--- src/rtl/nnis_pkg.sv ---
// ----------------------------------------------------------------------------
// nnis_pkg
// Shared types and codes of the nearest-neighbour image scaler.
// ----------------------------------------------------------------------------
package nnis_pkg;

    // command codes
    localparam logic CMD_LOAD  = 1'b0;
    localparam logic CMD_FETCH = 1'b1;

    // result status codes
    typedef logic [1:0] status_t;
    localparam status_t ST_OK          = 2'd0;
    localparam status_t ST_ZERO_FACTOR = 2'd1;
    localparam status_t ST_FETCH_RANGE = 2'd2;
    localparam status_t ST_LOAD_RANGE  = 2'd3;

    // register indexes on the configuration port
    localparam logic [1:0] REG_SCALE_FACTOR  = 2'd0;
    localparam logic [1:0] REG_SOURCE_WIDTH  = 2'd1;
    localparam logic [1:0] REG_SOURCE_HEIGHT = 2'd2;

    typedef struct packed {
        logic        command;
        logic [15:0] row;
        logic [15:0] column;
        logic [7:0]  in_red;
        logic [7:0]  in_green;
        logic [7:0]  in_blue;
    } in_item_t;

    typedef struct packed {
        logic [7:0]  out_red;
        logic [7:0]  out_green;
        logic [7:0]  out_blue;
        status_t     status;
        logic [15:0] scaled_width;
        logic [15:0] scaled_height;
    } out_item_t;

    typedef struct packed {
        logic [15:0] scale_factor;
        logic [8:0]  source_width;
        logic [8:0]  source_height;
    } cfg_t;

    // controller to datapath
    typedef struct packed {
        logic accept;
        logic check;
        logic div_start;
        logic div_step;
        logic addr_calc;
        logic ram_read;
        logic ram_write;
        logic out_load;
    } dp_cmd_t;

    // datapath to controller
    typedef struct packed {
        logic    is_load;
        status_t err;
    } dp_status_t;

endpackage

--- src/rtl/nnis_ctrl.sv ---
// ----------------------------------------------------------------------------
// nnis_ctrl
// Sequencer: accept, check, divide, address, store access, result handoff.
// ----------------------------------------------------------------------------
module nnis_ctrl
    import nnis_pkg::*;
    #(
        parameter int DIV_STEPS = 24
    )
    (
        input  logic       clk,
        input  logic       rst_n,
        input  logic       in_valid,
        input  logic       out_stall,
        input  dp_status_t st,
        output logic       in_stall,
        output logic       out_valid,
        output dp_cmd_t    cmd
    );

    localparam int CW = $clog2(DIV_STEPS);

    localparam logic [2:0] S_IDLE  = 3'd0;
    localparam logic [2:0] S_CHECK = 3'd1;
    localparam logic [2:0] S_DIV   = 3'd2;
    localparam logic [2:0] S_ADDR  = 3'd3;
    localparam logic [2:0] S_READ  = 3'd4;
    localparam logic [2:0] S_WRITE = 3'd5;
    localparam logic [2:0] S_DONE  = 3'd6;

    logic [2:0]    state_reg;
    logic [2:0]    state_next;
    logic [CW-1:0] cnt_reg;
    logic [CW-1:0] cnt_next;
    logic          out_valid_reg;
    logic          out_valid_next;

    // next state and commands
    always_comb
    begin
        state_next     = state_reg;
        cnt_next       = cnt_reg;
        out_valid_next = out_valid_reg;
        cmd            = '0;
        if (out_valid_reg && !out_stall)
        begin
            out_valid_next = 1'b0;
        end
        unique case (state_reg)
            S_IDLE:
            begin
                if (in_valid)
                begin
                    cmd.accept = 1'b1;
                    state_next = S_CHECK;
                end
            end
            S_CHECK:
            begin
                cmd.check = 1'b1;
                if (st.err != ST_OK)
                begin
                    state_next = S_DONE;
                end
                else if (st.is_load)
                begin
                    state_next = S_WRITE;
                end
                else
                begin
                    cmd.div_start = 1'b1;
                    cnt_next      = '0;
                    state_next    = S_DIV;
                end
            end
            S_DIV:
            begin
                cmd.div_step = 1'b1;
                cnt_next     = cnt_reg + CW'(1);
                if (cnt_reg == CW'(DIV_STEPS - 1))
                begin
                    state_next = S_ADDR;
                end
            end
            S_ADDR:
            begin
                cmd.addr_calc = 1'b1;
                state_next    = S_READ;
            end
            S_READ:
            begin
                cmd.ram_read = 1'b1;
                state_next   = S_DONE;
            end
            S_WRITE:
            begin
                cmd.ram_write = 1'b1;
                state_next    = S_DONE;
            end
            S_DONE:
            begin
                if (!out_valid_reg || !out_stall)
                begin
                    cmd.out_load   = 1'b1;
                    out_valid_next = 1'b1;
                    state_next     = S_IDLE;
                end
            end
            default:
            begin
                state_next = S_IDLE;
            end
        endcase
    end

    always_ff @(posedge clk or negedge rst_n)
    begin
        if (!rst_n)
        begin
            state_reg     <= S_IDLE;
            cnt_reg       <= '0;
            out_valid_reg <= 1'b0;
        end
        else
        begin
            state_reg     <= state_next;
            cnt_reg       <= cnt_next;
            out_valid_reg <= out_valid_next;
        end
    end

    assign in_stall  = (state_reg != S_IDLE);
    assign out_valid = out_valid_reg;

endmodule

--- config.mk ---
export PLATFORM = sky130hd
export DESIGN_NAME = nnis_ctrl
export DESIGN_NICKNAME = d
export VERILOG_FILES = /design/src/rtl/nnis_pkg.sv /design/src/rtl/nnis_ctrl.sv
export SDC_FILE = /design/constraint.sdc
export NUM_CORES = 1
export LEC_CHECK = 0
export BUFFER_PORTS_ARGS = -buffer_cell sky130_fd_sc_hd__buf_4
export CAP_MARGIN = 0
export CORE_AREA = 4 4 41 43
export CTS_CLUSTER_DIAMETER = 80
export DETAILED_ROUTE_END_ITERATION = 12
export DIE_AREA = 0 0 45 47
export PLACE_DENSITY = 0.81
export SLEW_MARGIN = 10
export SYNTH_ARGS = -nofsm -noshare
export SYNTH_HDL_FRONTEND = slang
export SYNTH_SLANG_ARGS = --single-unit
--- constraint.sdc ---
create_clock -name clk -period 1.58 [get_ports clk]
set_input_delay 0.316 -clock clk [delete_from_list [all_inputs] [get_ports clk]]
set_output_delay 0.316 -clock clk [all_outputs]
set_load 0.05 [all_outputs]
==> results.yml <==
logic_synthesis:
  syn-cell-area_um2: 580.6
  netlist_instances: 62
  postSynthAreaPerCell_um2: 9.364
  synth_top_cell_area_share_pct: 38.79
  ys_seq_elements: 9
  ys_seq_area_share_pct: 38.79
  yosys.area.top_type: "dfrtp_1"
  ys_types: 30
  synth_area_leaders: "dfrtp_1, mux2i_1, a21oi_1"
  synth-warning-count: 0
  synth_fp_nets: 70
sta:
  whs_ns: 0.3264
  worst_slew_pin_slew_ns: 0.3414
  timing.slew.headroom_pct: 77.06
  hold_viol: 0
  timing.fmax_mhz: 574.8
  final_max_slew_viol_count: 0
  timing.final.ws_setup_ns: -0.1599
  rsz0062_at_grt: "true"
  setup_viol: 8
  clock_skew_ns: 0.01174
  fin_crit_ns: 1.740
  min_period_over_period_pct: 110.1
floorplan:
  initial_core_util_pct: 44.62
  fp.dieH_um: 47
  num_rows: 13
  die_x_um: 45
  fp.coreArea_um2: 1301
  pin_count: 17
  die-area_um2: 2115
detailed_routing:
  viasPerCell: 6.097
  dr.pass1.iters: 5
  drc: 0
  drt-total-wl_um: 2195
  wl_per_cell_um: 19.42
  ant_nets: 0
  vias: 689
  dr.first_iter.drc_count: 21
finish:
  layout_commonest_cell: "buf_4"
  area_growth_pct: 72.84
  largest_reg_flops: 5
  nets: 107
  fill_cells: 70
  diodes: 0
  drive_above_1_share_pct: 55.10
  finalCoreUtilization_pct: 77.12
  final_cell_mix: "buf_4, buf_6, dfrtp_1"
setup_path:
  cp-start-kind: "register"
  cp.required_ns: 1.26
  cp.arrival_ns: 1.42
  crit_fanout: 6
  critPathKind: "reg2out"
  cp-end-kind: "primary output"
pwr:
  ir_drop_v: 0.001426
  powerDensity_nw_per_um2: 2223
  leakagePower_nw: 0.4563
outcome:
  status: "finished, violations left"
  violations: "negative setup slack"
grt:
  grt_pass1_vias: 632
  grt_max_degree: 14
  overflow: 0
  antenna_found_initial: 0
  grt_first_pass_wirelength_um: 2953
  grtUsageTotal_pct: 19.34
cts:
  cts-root-buf: "clkbuf_4"
  cts_tree: "done"
  clock_path_buffers: 2
  clk_latency_ns: 0.26
  h-tree-depth: 1
  clkSlewWorstSetupHoldPaths_ns: 0.08
  clock_sinks: 9
  cts_made_buffers: 3
worst_hold_path:
  holdCritPathClass: "in2reg"
placement:
  place.gp.congestion: 0.7478
  hpwlAfterDp_um: 1147
  port_buffers: 16
run:
  drv_cap: 0
[critical path, cell delays in order (launching register included)]
cell     delay (ns)
dfrtp_1        0.40
buf_6          0.14
or3_4          0.36
nor2_4         0.11
buf_8          0.15
[synth_stat cells, drive strengths merged]
cell	count
clkbuf	1
or4	1
or3b	1
nor4	1
dfrtp	9
ha	1
nor3	4
a22oi	2
nand4b	1
nand4	1
mux2i	3
nor2b	2
o21ai	1
xnor2	1
buf	2
nor3b	2
a21o	1
nand3	2
nor2	6
nand2	3
a21oi	5
inv	3
a221o	2
o22a	2
or3	1
and4bb	2
and2	1
nand2b	1
[through the flow]
stage	TNS [ns]	area (um^2)	setup slack, ns	power [W]	cells
after CTS	-0.7803	909.6	-0.1573	0.001967	108
after floorplan	-0.1695	619.3	-0.07096	0.001274	62
final	-0.7487	1003	-0.1599	0.002230	113
after global routing	-1.016	1003	-0.1901	0.002336	113
after global placement	-0.003240	783.3	-0.003240	0.001557	96
after detailed placement	-0.02102	783.3	-0.02102	0.001587	96
[worst paths after layout]
path                       slack, ns                      to  cells past startpoint                     start
max reg2reg                    -0.01  cnt_reg[3]$_DFFE_PN0P_                      6  state_reg[0]$_DFFE_PN0P_
min in group asynchronous       0.41  cnt_reg[2]$_DFFE_PN0P_                      2                     rst_n
max in group asynchronous       1.02  cnt_reg[4]$_DFFE_PN0P_                      2                     rst_n
max                            -0.16                  cmd[7]                      4  state_reg[1]$_DFFE_PN0P_
min reg2reg                     0.61  cnt_reg[0]$_DFFE_PN0P_                      1    cnt_reg[0]$_DFFE_PN0P_
min                             0.33     out_valid$_DFF_PN0_                      3                 out_stall
[layer usage]
metal,GRT usage (%),wire [um],vias up
met4,4.678,122,0
li1,-,-,301
met5,0,0,-
met2,35.31,1064,47
met1,22.82,862,327
met3,4.598,146,14
[area by class of cell]
cell class / count / area, um^2 / share of cell area [%]
multi-input cells: 47 / 391.6 / 39.03
repair buffers: 35 / 329.1 / 32.79
flip-flops and latches: 9 / 226.5 / 22.57
clock buffers: 4 / 26.28 / 2.618
well taps: 15 / 18.77 / 1.870
inverters: 3 / 11.26 / 1.122
[logic make-up after synthesis]
kind of cell / after synthesis / share of synthesized area, %
buffers and inverters: 6 / 4.310
XOR/XNOR: 1 / 1.509
adder cells (fa/ha/maj): 1 / 2.155
flip-flops: 9 / 38.79
multiplexers: 3 / 5.173
AO/OA/AOI/OAI: 13 / 15.52
AND/OR/NAND/NOR: 29 / 32.55
[where the power goes]
group / switching [W] / internal (W)
clock: 0.0000919 / 0.0000974
sequential: 0.000124 / 0.000329
combinational: 0.000847 / 0.000741
[what timing repair did]
action                     4_1_cts  5_1_grt
buffers inserted                 7        6
pin swaps                        3        3
hold endpoints to repair         9        0
setup endpoints to repair        9        9
hold buffers                     1        0
gates resized for setup         11       16
Power figures use the tool's default switching activity.
